`src/rtl/sensor_spi_register_master_top_assert.svh`:
```
// ----------------------------------------------------------------------------
// Assertion macros for the sensor SPI register master
// Shared concurrent assertion forms, clocked on aclk, off while in reset.
// ----------------------------------------------------------------------------
`ifndef SENSOR_SPI_REGISTER_MASTER_TOP_ASSERT_SVH
`define SENSOR_SPI_REGISTER_MASTER_TOP_ASSERT_SVH

// same-cycle implication
`define SSRM_ASSERT_IMP(lbl, ante, cons, msg) \
    lbl: assert property (@(posedge aclk) disable iff (!aresetn) (ante) |-> (cons)) \
        else $error(msg);

// next-cycle implication
`define SSRM_ASSERT_NXT(lbl, ante, cons, msg) \
    lbl: assert property (@(posedge aclk) disable iff (!aresetn) (ante) |=> (cons)) \
        else $error(msg);

`endif

```
`src/rtl/ssrm_pkg.sv`:
```
// ----------------------------------------------------------------------------
// ssrm_pkg
// Shared constants, request codes and record types of the SPI register master.
// ----------------------------------------------------------------------------
`default_nettype none

package ssrm_pkg;

    localparam int MAX_BURST_DEF = 256;
    localparam int QUEUE_DEPTH   = 2;

    localparam int S_TDATA_W = 32;
    localparam int S_TUSER_W = 2;
    localparam int M_TDATA_W = 16;

    localparam logic [1:0] KIND_START = 2'd0;
    localparam logic [1:0] KIND_DATA  = 2'd1;
    localparam logic [1:0] KIND_TICK  = 2'd2;
    localparam logic [1:0] KIND_NOP   = 2'd3;

    // classified request, as held in the queue
    typedef struct packed {
        logic       is_start;
        logic       is_data;
        logic       is_tick;
        logic       is_read;
        logic [7:0] reg_address;
        logic [8:0] transfer_length;
        logic [7:0] write_byte;
        logic       miso_level;
    } cmd_t;

    typedef struct packed {
        logic       rejected;
        logic       done_res;
        logic       need_data;
        logic [7:0] read_byte;
        logic       read_valid;
        logic       clock_pulse;
        logic       mosi_level;
        logic       select_level;
    } res_t;

endpackage

`default_nettype wire

```
`src/rtl/sensor_spi_register_master_top.sv`:
```
// ----------------------------------------------------------------------------
// sensor_spi_register_master_top
// SPI master for sensor register bursts, streaming request/result interface.
// ----------------------------------------------------------------------------
// Every request (start, write data byte, serial clock tick or no-op) yields
// exactly one result. Requests are taken one per clock while the queue has
// room, and results leave one per clock while the master side takes them. A
// request goes through the queue, then the result register. A two-entry queue
// sits between the request decoder and the burst sequencer, and a result
// register sits at the output, so a stalled result side holds up the slave
// side only once the queue is full. The sequencer handles one request per
// cycle while the result register can take one; that sets the sustained rate.
`default_nettype none

module sensor_spi_register_master_top #(
    parameter int MAX_BURST = ssrm_pkg::MAX_BURST_DEF
) (
    input  wire logic                           aclk,
    input  wire logic                           aresetn,
    input  wire logic                           s_axis_tvalid,
    output logic                                s_axis_tready,
    // [0] is_read, [8:1] reg_address, [17:9] transfer_length,
    // [25:18] write_byte, [26] miso_level, [31:27] zero
    input  wire logic [ssrm_pkg::S_TDATA_W-1:0] s_axis_tdata,
    // [1:0] kind
    input  wire logic [ssrm_pkg::S_TUSER_W-1:0] s_axis_tuser,
    output logic                                m_axis_tvalid,
    input  wire logic                           m_axis_tready,
    // [0] select_level, [1] mosi_level, [2] clock_pulse, [3] read_valid,
    // [11:4] read_byte, [12] need_data, [13] done_res, [14] rejected, [15] zero
    output logic [ssrm_pkg::M_TDATA_W-1:0]      m_axis_tdata
);

    logic           q_valid;
    logic           q_pop;
    ssrm_pkg::cmd_t q_cmd;

    ssrm_front u_front (
        .aclk          (aclk),
        .aresetn       (aresetn),
        .s_axis_tvalid (s_axis_tvalid),
        .s_axis_tready (s_axis_tready),
        .s_axis_tdata  (s_axis_tdata),
        .s_axis_tuser  (s_axis_tuser),
        .q_valid       (q_valid),
        .q_pop         (q_pop),
        .q_cmd         (q_cmd)
    );

    ssrm_back #(
        .MAX_BURST (MAX_BURST)
    ) u_back (
        .aclk          (aclk),
        .aresetn       (aresetn),
        .q_valid       (q_valid),
        .q_pop         (q_pop),
        .q_cmd         (q_cmd),
        .m_axis_tvalid (m_axis_tvalid),
        .m_axis_tready (m_axis_tready),
        .m_axis_tdata  (m_axis_tdata)
    );

endmodule

`default_nettype wire

```
`src/rtl/ssrm_front.sv`:
```
// ----------------------------------------------------------------------------
// ssrm_front
// Accepts requests, decodes the kind and queues them for the sequencer.
// ----------------------------------------------------------------------------
`default_nettype none

module ssrm_front (
    input  wire logic                          aclk,
    input  wire logic                          aresetn,
    input  wire logic                          s_axis_tvalid,
    output logic                               s_axis_tready,
    input  wire logic [ssrm_pkg::S_TDATA_W-1:0] s_axis_tdata,
    input  wire logic [ssrm_pkg::S_TUSER_W-1:0] s_axis_tuser,
    output logic                               q_valid,
    input  wire logic                          q_pop,
    output ssrm_pkg::cmd_t                     q_cmd
);

    localparam int PTR_W = (ssrm_pkg::QUEUE_DEPTH > 1) ? $clog2(ssrm_pkg::QUEUE_DEPTH) : 1;
    localparam int CNT_W = $clog2(ssrm_pkg::QUEUE_DEPTH + 1);
    localparam logic [PTR_W-1:0] PTR_LAST = PTR_W'(ssrm_pkg::QUEUE_DEPTH - 1);
    localparam logic [CNT_W-1:0] CNT_FULL = CNT_W'(ssrm_pkg::QUEUE_DEPTH);

    ssrm_pkg::cmd_t   entry_reg [ssrm_pkg::QUEUE_DEPTH];
    ssrm_pkg::cmd_t   dec;
    logic [PTR_W-1:0] wr_ptr_reg, wr_ptr_next;
    logic [PTR_W-1:0] rd_ptr_reg, rd_ptr_next;
    logic [CNT_W-1:0] count_reg, count_next;
    logic             push;

    // decode; no-op requests carry no flag
    always_comb begin
        dec                 = '0;
        dec.is_start        = (s_axis_tuser == ssrm_pkg::KIND_START);
        dec.is_data         = (s_axis_tuser == ssrm_pkg::KIND_DATA);
        dec.is_tick         = (s_axis_tuser == ssrm_pkg::KIND_TICK);
        dec.is_read         = s_axis_tdata[0];
        dec.reg_address     = s_axis_tdata[8:1];
        dec.transfer_length = s_axis_tdata[17:9];
        dec.write_byte      = s_axis_tdata[25:18];
        dec.miso_level      = s_axis_tdata[26];
    end

    assign s_axis_tready = (count_reg != CNT_FULL);
    assign push          = s_axis_tvalid && s_axis_tready;
    assign q_valid       = (count_reg != '0);
    assign q_cmd         = entry_reg[rd_ptr_reg];

    always_comb begin
        wr_ptr_next = wr_ptr_reg;
        rd_ptr_next = rd_ptr_reg;
        count_next  = count_reg;
        if (push) begin
            wr_ptr_next = (wr_ptr_reg == PTR_LAST) ? '0 : wr_ptr_reg + 1'b1;
        end
        if (q_pop) begin
            rd_ptr_next = (rd_ptr_reg == PTR_LAST) ? '0 : rd_ptr_reg + 1'b1;
        end
        if (push && !q_pop) begin
            count_next = count_reg + 1'b1;
        end else if (q_pop && !push) begin
            count_next = count_reg - 1'b1;
        end
    end

    always_ff @(posedge aclk) begin
        if (!aresetn) begin
            wr_ptr_reg <= '0;
            rd_ptr_reg <= '0;
            count_reg  <= '0;
        end else begin
            wr_ptr_reg <= wr_ptr_next;
            rd_ptr_reg <= rd_ptr_next;
            count_reg  <= count_next;
        end
    end

    always_ff @(posedge aclk) begin
        if (push) begin
            entry_reg[wr_ptr_reg] <= dec;
        end
    end

endmodule

`default_nettype wire

```
`src/rtl/ssrm_back.sv`:
```
// ----------------------------------------------------------------------------
// ssrm_back
// Burst sequencer: a queued request per cycle to the result register, if free.
// ----------------------------------------------------------------------------
`default_nettype none

`include "sensor_spi_register_master_top_assert.svh"

module ssrm_back #(
    parameter int MAX_BURST = ssrm_pkg::MAX_BURST_DEF
) (
    input  wire logic                           aclk,
    input  wire logic                           aresetn,
    input  wire logic                           q_valid,
    output logic                                q_pop,
    input  wire ssrm_pkg::cmd_t                 q_cmd,
    output logic                                m_axis_tvalid,
    input  wire logic                           m_axis_tready,
    output logic [ssrm_pkg::M_TDATA_W-1:0]      m_axis_tdata
);

    localparam int BL_W = $clog2(MAX_BURST + 1);

    typedef enum logic [5:0] {
        PH_IDLE  = 6'b000001,
        PH_RW    = 6'b000010,
        PH_ADDR  = 6'b000100,
        PH_WDATA = 6'b001000,
        PH_DUMMY = 6'b010000,
        PH_RDATA = 6'b100000
    } phase_t;

    phase_t          phase_reg, phase_next;
    logic [2:0]      bit_count_reg, bit_count_next;
    logic [7:0]      shift_reg, shift_next;
    logic [BL_W-1:0] bytes_left_reg, bytes_left_next;
    logic            read_mode_reg, read_mode_next;
    logic [7:0]      address_hold_reg, address_hold_next;
    logic [7:0]      data_hold_reg, data_hold_next;
    logic            hold_full_reg, hold_full_next;
    logic            out_valid_reg, out_valid_next;
    ssrm_pkg::res_t  res_reg, res_next;

    logic [31:0]     len_sat;
    logic [BL_W-1:0] bytes_dec;
    logic [7:0]      sh;

    assign q_pop = q_valid && (!out_valid_reg || m_axis_tready);

    assign len_sat = ({23'd0, q_cmd.transfer_length} > 32'(MAX_BURST)) ?
                     32'(MAX_BURST) : {23'd0, q_cmd.transfer_length};
    assign bytes_dec = (bytes_left_reg != '0) ? bytes_left_reg - 1'b1 : '0;

    always_comb begin
        phase_next        = phase_reg;
        bit_count_next    = bit_count_reg;
        shift_next        = shift_reg;
        bytes_left_next   = bytes_left_reg;
        read_mode_next    = read_mode_reg;
        address_hold_next = address_hold_reg;
        data_hold_next    = data_hold_reg;
        hold_full_next    = hold_full_reg;
        res_next          = '0;
        sh                = shift_reg;

        if (q_pop) begin
            priority if (q_cmd.is_start) begin
                if (phase_reg != PH_IDLE) begin
                    res_next.rejected = 1'b1;
                end else begin
                    read_mode_next    = q_cmd.is_read;
                    address_hold_next = q_cmd.reg_address;
                    bytes_left_next   = BL_W'(len_sat);
                    bit_count_next    = '0;
                    shift_next        = '0;
                    phase_next        = PH_RW;
                end
            end else if (q_cmd.is_data) begin
                if (hold_full_reg) begin
                    res_next.rejected = 1'b1;
                end else begin
                    data_hold_next = q_cmd.write_byte;
                    hold_full_next = 1'b1;
                end
            end else if (q_cmd.is_tick) begin
                unique case (phase_reg)
                    PH_IDLE: begin
                    end
                    PH_RW: begin
                        res_next.mosi_level  = !read_mode_reg;
                        res_next.clock_pulse = 1'b1;
                        shift_next           = address_hold_reg;
                        bit_count_next       = '0;
                        phase_next           = PH_ADDR;
                    end
                    PH_ADDR: begin
                        res_next.mosi_level  = shift_reg[7];
                        res_next.clock_pulse = 1'b1;
                        shift_next           = {shift_reg[6:0], 1'b0};
                        bit_count_next       = bit_count_reg + 1'b1;
                        if (bit_count_reg == 3'd7) begin
                            if (read_mode_reg) begin
                                phase_next = PH_DUMMY;
                            end else if (bytes_left_reg == '0) begin
                                phase_next        = PH_IDLE;
                                res_next.done_res = 1'b1;
                            end else begin
                                phase_next = PH_WDATA;
                            end
                        end
                    end
                    PH_WDATA: begin
                        // byte boundary with nothing held: stall, no pulse
                        if (bit_count_reg != '0 || hold_full_reg) begin
                            if (bit_count_reg == '0) begin
                                sh             = data_hold_reg;
                                hold_full_next = 1'b0;
                            end
                            res_next.mosi_level  = sh[7];
                            res_next.clock_pulse = 1'b1;
                            shift_next           = {sh[6:0], 1'b0};
                            bit_count_next       = bit_count_reg + 1'b1;
                            if (bit_count_reg == 3'd7) begin
                                bytes_left_next = bytes_dec;
                                if (bytes_dec == '0) begin
                                    phase_next        = PH_IDLE;
                                    res_next.done_res = 1'b1;
                                end
                            end
                        end
                    end
                    PH_DUMMY: begin
                        res_next.clock_pulse = 1'b1;
                        bit_count_next       = '0;
                        shift_next           = '0;
                        if (bytes_left_reg == '0) begin
                            phase_next        = PH_IDLE;
                            res_next.done_res = 1'b1;
                        end else begin
                            phase_next = PH_RDATA;
                        end
                    end
                    PH_RDATA: begin
                        sh                   = {shift_reg[6:0], q_cmd.miso_level};
                        res_next.clock_pulse = 1'b1;
                        bit_count_next       = bit_count_reg + 1'b1;
                        shift_next           = sh;
                        if (bit_count_reg == 3'd7) begin
                            res_next.read_valid = 1'b1;
                            res_next.read_byte  = sh;
                            shift_next          = '0;
                            bytes_left_next     = bytes_dec;
                            if (bytes_dec == '0) begin
                                phase_next        = PH_IDLE;
                                res_next.done_res = 1'b1;
                            end
                        end
                    end
                    default: begin
                        phase_next = PH_IDLE;
                    end
                endcase
            end else begin
            end

            if (phase_next == PH_IDLE) begin
                bit_count_next = '0;
            end
            res_next.select_level = (phase_next != PH_IDLE);
            res_next.need_data    = (phase_next == PH_WDATA) && (bit_count_next == '0) &&
                                    !hold_full_next;
        end
    end

    always_comb begin
        out_valid_next = out_valid_reg;
        if (q_pop) begin
            out_valid_next = 1'b1;
        end else if (m_axis_tready) begin
            out_valid_next = 1'b0;
        end
    end

    always_ff @(posedge aclk) begin
        if (!aresetn) begin
            phase_reg      <= PH_IDLE;
            bit_count_reg  <= '0;
            bytes_left_reg <= '0;
            read_mode_reg  <= 1'b0;
            hold_full_reg  <= 1'b0;
            out_valid_reg  <= 1'b0;
        end else begin
            phase_reg      <= phase_next;
            bit_count_reg  <= bit_count_next;
            bytes_left_reg <= bytes_left_next;
            read_mode_reg  <= read_mode_next;
            hold_full_reg  <= hold_full_next;
            out_valid_reg  <= out_valid_next;
        end
    end

    // payload, loaded before use
    always_ff @(posedge aclk) begin
        shift_reg        <= shift_next;
        address_hold_reg <= address_hold_next;
        data_hold_reg    <= data_hold_next;
        if (q_pop) begin
            res_reg <= res_next;
        end
    end

    assign m_axis_tvalid = out_valid_reg;
    assign m_axis_tdata  = {1'b0, res_reg};

    `SSRM_ASSERT_IMP(a_idle_count_clear, phase_reg == PH_IDLE, bit_count_reg == '0,
        "bit counter not cleared while idle")
    `SSRM_ASSERT_IMP(a_done_deselects, out_valid_reg && res_reg.done_res,
        !res_reg.select_level, "done reported with select still high")
    `SSRM_ASSERT_IMP(a_read_has_pulse, out_valid_reg && res_reg.read_valid,
        res_reg.clock_pulse, "read byte without a clock pulse")
    `SSRM_ASSERT_IMP(a_hold_drain, $fell(hold_full_reg) && $past(aresetn),
        $past(q_pop && q_cmd.is_tick && phase_reg == PH_WDATA),
        "holding register emptied outside a write data tick")
    `SSRM_ASSERT_NXT(a_start_opens, q_pop && q_cmd.is_start && phase_reg == PH_IDLE,
        phase_reg == PH_RW, "accepted start did not open a burst")

endmodule

`default_nettype wire

```
`config.mk`:
```
export PLATFORM = sky130hd
export DESIGN_NAME = sensor_spi_register_master_top
export DESIGN_NICKNAME = d
export VERILOG_FILES = /design/src/rtl/ssrm_pkg.sv /design/src/rtl/sensor_spi_register_master_top.sv /design/src/rtl/ssrm_front.sv /design/src/rtl/ssrm_back.sv
export VERILOG_INCLUDE_DIRS = /design/src /design/src/rtl
export SDC_FILE = /design/constraint.sdc
export NUM_CORES = 1
export LEC_CHECK = 0
export BUFFER_PORTS_ARGS = -buffer_cell sky130_fd_sc_hd__buf_2
export CORE_MARGIN = 5
export CORE_UTILIZATION = 35
export CTS_CLUSTER_SIZE = 10
export DETAILED_ROUTE_END_ITERATION = 12
export GPL_TIMING_DRIVEN = 0
export SYNTH_ARGS = -nofsm -noshare
export SYNTH_HDL_FRONTEND = slang
export SYNTH_SLANG_ARGS = --single-unit
export TNS_END_PERCENT = 10
```
`constraint.sdc`:
```
create_clock -name aclk -period 4.6 [get_ports aclk]
set_clock_uncertainty 0.15 [all_clocks]
set_input_delay 0.92 -clock aclk [delete_from_list [all_inputs] [get_ports aclk]]
set_output_delay 0.92 -clock aclk [all_outputs]
set_load 0.03 [all_outputs]
```
; Word-level counts from Yosys, hierarchy flattened
; Memories as Yosys holds them, arrays and structs flattened. A register that Yosys moved wholly into a read port is not among the register bits.
; Index checks and enable logic that the tools add are counted.
[totals]
reg_bits = 64
ram_bits = 60
input_bits = 38
output_inout_bits = 18
word_cells = 157
mem_count = 1
[mem_list]
columns = name, words, word_bits, rd, rd_clocked_by_memory_dff, wr, line
row1 = u_front.entry_reg, 2, 30, 1, 1, 1, ssrm_front.sv:24  ; ssrm_pkg::cmd_t entry_reg [ssrm_pkg::QUEUE_DEPTH];
[classes]
addsub = 6
order_cmp = 1
eq_ne = 17
muxes = 70
n_bitwise = 6
reduce_logical = 36
[op_table]
columns = cell, count
row1 = $mux 9, 8
row2 = $mux 6, 11
row3 = $mux 8, 7
row4 = $pmux 8 s5, 1
row5 = $pmux 6 s6, 1
row6 = $mux 1, 26
row7 = $mux 3, 7
row8 = $logic_not 9->1, 2
row9 = $pmux 9 s2, 1
row10 = $eq 6x1->1 const B, 2
row11 = $eq 6x4->1 const B, 2
row12 = $ne 6x1->1 const B, 2
row13 = $reduce_and 6->1, 2
row14 = $gt 9x9->1 const B, 1
row15 = $pmux 3 s3, 1
row16 = $reduce_bool 9->1, 1
row17 = $sub 9x1->9 const B, 1
row18 = $reduce_bool 2->1, 4
row19 = $reduce_or 4->1, 2
row20 = $eq 6x2->1 const B, 1
row21 = $eq 6x3->1 const B, 1
row22 = $eq 6x5->1 const B, 1
row23 = $eq 6x6->1 const B, 1
row24 = $logic_and 1x1->1, 6
row25 = 27 further kinds, 44

; Depth between registers and ports, before layout
[depth]
ltp_word = 17
depth_mapped = 9
mapped_depth_nobuf = 8

; By module
; A second synthesis with hierarchy kept.
[unflattened]
cells_unflattened = 431
area_unflattened_um2 = 5514.0
[by_module_without_submodules]
columns = mod, instances, cells_each, area_per_inst_um2, seq_area_each_um2
row1 = ssrm_back, 1, 311, 3101.7, 1591.5
row2 = ssrm_front, 1, 120, 2412.3, 1901.8

; Worst setup path after synthesis
; Ideal clock, no wire load.
[synth_path]
path_kind = input to register
startpoint = input s_axis_tvalid
endpoint = memory u_front.entry_reg[0][0] (netlist name) (enable)
setup_ps = 417
arrival_time_ps = 2292
setup_slack_ps = 1741
stages = 2
path_buffers = 0
cell_sequence = nand2_1 > nor2_1
[synth_between]
elab_chain_len = 3
[synth_rtl]
columns = item, line
row1 = from (decl), sensor_spi_register_master_top.sv:20  ; input wire logic s_axis_tvalid,
row2 = $logic_and 1x1->1, ssrm_front.sv:45  ; assign push = s_axis_tvalid && s_axis_tready;
row3 = $mux 1, ssrm_front.sv:79  ; if (push) begin
row4 = $mux 1 (implied by the code), ssrm_front.sv:80  ; entry_reg[wr_ptr_reg] <= dec;
row5 = to (decl), ssrm_front.sv:24
; Every way passes these cells.

; Worst setup path after layout
[layout_path]
startpoint = register u_back.bit_count_reg[0]
endpoint = register u_back.bytes_left_reg[2]
[layout_between]
elab_chain_len = 7
elab_cells_between_ends = 11
[layout_rtl]
columns = item, line
row1 = from (decl), ssrm_back.sv:34  ; logic [2:0] bit_count_reg, bit_count_next;
row2 = from (signal assigned), ssrm_back.sv:194  ; bit_count_reg <= bit_count_next;
row3 = $eq 3x3->1, "ssrm_back.sv:123, ssrm_back.sv:148"
row4 = $mux 9 (2 in a row), --
row5 = $pmux 9 s2, --
row6 = $mux 9 (3 in a row), --
row7 = to (signal assigned), ssrm_back.sv:195  ; bytes_left_reg <= bytes_left_next;
row8 = to (decl), ssrm_back.sv:36  ; logic [BL_W-1:0] bytes_left_reg, bytes_left_next;
; Parallel ways exist; a longest one is shown, timed or not. The select of a mux whose other input is x is not followed.
; A chain may end at the register's enable or synchronous reset.

==> results.toml <==
[setup_path]
crit_top_cell = "ha_1"
critical_path_class = "register to register"
startpoint_type = "register"
cp-end-kind = "register"
slowest_stage = "a211oi_1"
critical-path-max-stage-delay_ns = 0.44
cp_cell_sequence = "ha_1 -> ha_1 -> and4_1 -> buf_1 -> nor2_1 -> a211oi_1 -> buf_2 -> o21ai_0 -> a32o_1"
cp_max_fo = 10
cp.arrival_ns = 3.10
crit_required_ns = 4.75

[cts]
hold_buffers = 0
numClockSinks = 125
cts_buffer_depth = 2
cts_htree_levels = 4
clk_pin_slew_worst_paths_ns = 0.06
post-cts-setup-buffer-count = 0
numCtsBuffers = 17
tritoncts = "yes"
insertion_delay_ns = 0.42
root_buffer = "clkbuf_16"
postCtsResizedCells = 0

[global_route]
grt_pass1_wl_mm = 20.1
grt_use_met3 = 0.0366
use_met2 = 0.215
grtUsageMet1 = 0.191
antenna_found_initial = 0
grt.busiest_layer = "met2"
grt_max_degree = 31
grt_usage = 0.141
grt.overflow.total = 0
first_global_vias = 3817

[detailed_routing]
antenna_left = 0
viasPerCell = 5.26
drc = 0
num_vias = 3883
drtIter0Drc = 296
drtPass1Iterations = 6
routedWlPerCell_um = 17.1
drt-total-wl_mm = 12.6

[synth]
synth.avg_cell_area_sq_um = 12.7
synth-main-ff-cell = "edfxtp_1"
syn-instance-count = 440
synth_nets = 483
synth_cell_types = 69
syn_area_sq_um = 5570
ys_seq_area_frac = 0.627
async_reset_ff_frac = 0
ys_seq_elements = 125
yosys_warnings = 0
synth_edf_count = 99

[final_layout]
largest_register_ff_count = 60
area_delta_synth_final_pct = 21.4
regArea_sq_um = 3490
fin_area_sq_um = 6760
fill_cells = 1493
n_antenna_cell = 0
multi_input_area_sq_um = 1940
finalNetCount = 552
layout-drive-gt1-share = 0.222

[timing]
hold_violations = 0
whs_ns = 0.377
max_slew.worst_pin.slew_ns = 0.957
rsz0062_at_grt = "false"
fin_crit_ns = 2.95
setup_viol = 0
timing.fmax_mhz = 339
fin_crit_sh = 0.641
drv_slew = 0
fin_tns_setup_ns = 0
relSlewSlack = 0.360

[power_and_ir_drop]
p_leak_nw = 2.44
max-vdd-ir-drop_uv = 292
powerDensity_nw_per_um2 = 648

[placed_design]
portBuffers = 49
dpl.hpwl_mm = 8.89
place.gp.congestion = 0.898
dpl_cell_area_sq_um = 6120

[floorplanning]
core-area_sq_um = 15800
fp.dieW_um = 136
initial_utilization = 0.353
pin_count = 56
dieArea_sq_um = 18500
die_h_um = 136
fp-row-count = 46

[min_path]
min_path_type = "register to register"

[run_status]
status = "finished clean"

[run]
cap_viol_max_count = 0
## stage by stage
| step | worst slack (ns) | utilization | power, mW | cells |
|---|---|---|---|---|
| after floorplan | 1.74 | - | 2.57 | 440 |
| after global placement | 0.945 | 0.386 | 2.92 | 705 |
| after detailed placement | 1.40 | 0.388 | 2.95 | 706 |
| after CTS | 1.69 | 0.429 | 4.43 | 738 |
| after global routing | 1.55 | 0.429 | 4.62 | 738 |
| final | 1.65 | 0.429 | 4.38 | 738 |
## worst max-delay path, delay by kind of cell, from the launching register on
kind            cells  cell delay [ns]
compound gates      3             0.77
flops               1             0.43
simple gates        2             0.34
buf+inv             2             0.62
fa+ha+maj           2             0.54
## power breakdown
part | switching, mW | leakage [nW] | internal [mW]
clock network | 0.489 | 0.306 | 0.961
logic | 0.851 | 0.993 | 0.453
registers | 0.101 | 1.14 | 1.53
total | 1.44 | 2.44 | 2.94
## cell usage in the layout (no fill, tap or decap), types with 12 or more instances in the layout
| cell type | instances |
|---|---|
| buf_2 | 52 |
| mux2_2 | 19 |
| and2_1 | 12 |
| clkbuf_1 | 16 |
| nand2_1 | 17 |
| nor2_1 | 41 |
| o21ai_0 | 12 |
| dfxtp_1 | 26 |
| a21oi_1 | 17 |
| edfxtp_1 | 99 |
| clkbuf_16 | 17 |
## cell usage after synthesis (all sizes together) (8+ instances only)
| cell type | instances | share of area |
|---|---|---|
| nor3 | 10 | 0.0099 |
| o21ai | 12 | 0.011 |
| clkbuf | 15 | 0.010 |
| dfxtp | 26 | 0.093 |
| a21oi | 17 | 0.015 |
| and2 | 12 | 0.013 |
| inv | 12 | 0.0081 |
| mux2i | 11 | 0.020 |
| nor2 | 42 | 0.028 |
| mux2 | 19 | 0.038 |
| nand2 | 17 | 0.011 |
| edfxtp | 99 | 0.53 |
| nand3 | 11 | 0.0099 |
| nor4 | 8 | 0.011 |
## cells by family after synthesis
kind of cell / after synthesis / synth area share
mux: 30 / 0.0582
fa+ha+maj: 5 / 0.0112
xor+xnor: 7 / 0.0110
simple gates: 148 / 0.145
buf+inv: 35 / 0.0263
other cells: 1 / 0.000673
flops: 125 / 0.627
compound gates: 89 / 0.121
## metal layers
metal	vias to the layer above	routed length, um
met3	17	771
met2	147	5760
met5	-	0
li1	1847	-
met4	0	229
met1	1872	5840
## area by class of cell
type	instances	area share
well taps	216	0.0400
clock inverters	14	0.0315
repair buffers	50	0.0403
multi-input cells	280	0.286
flip-flops and latches	125	0.517
plain buffers	22	0.0144
inverters	13	0.00722
clock buffers	18	0.0635
## final timing paths
check / from / to / slack (ns) / cells past startpoint
setup / recovery: u_back.bit_count_reg[0] / u_back.bytes_left_reg[2] / 1.65 / 9
hold / removal: u_back.bytes_left_reg[8] / u_back.bytes_left_reg[8] / 0.38 / 2
setup reg to reg: u_back.bit_count_reg[0] / u_back.bytes_left_reg[2] / 1.65 / 9
hold reg to reg: u_back.bytes_left_reg[8] / u_back.bytes_left_reg[8] / 0.38 / 2
Power figures use the tool's default switching activity.
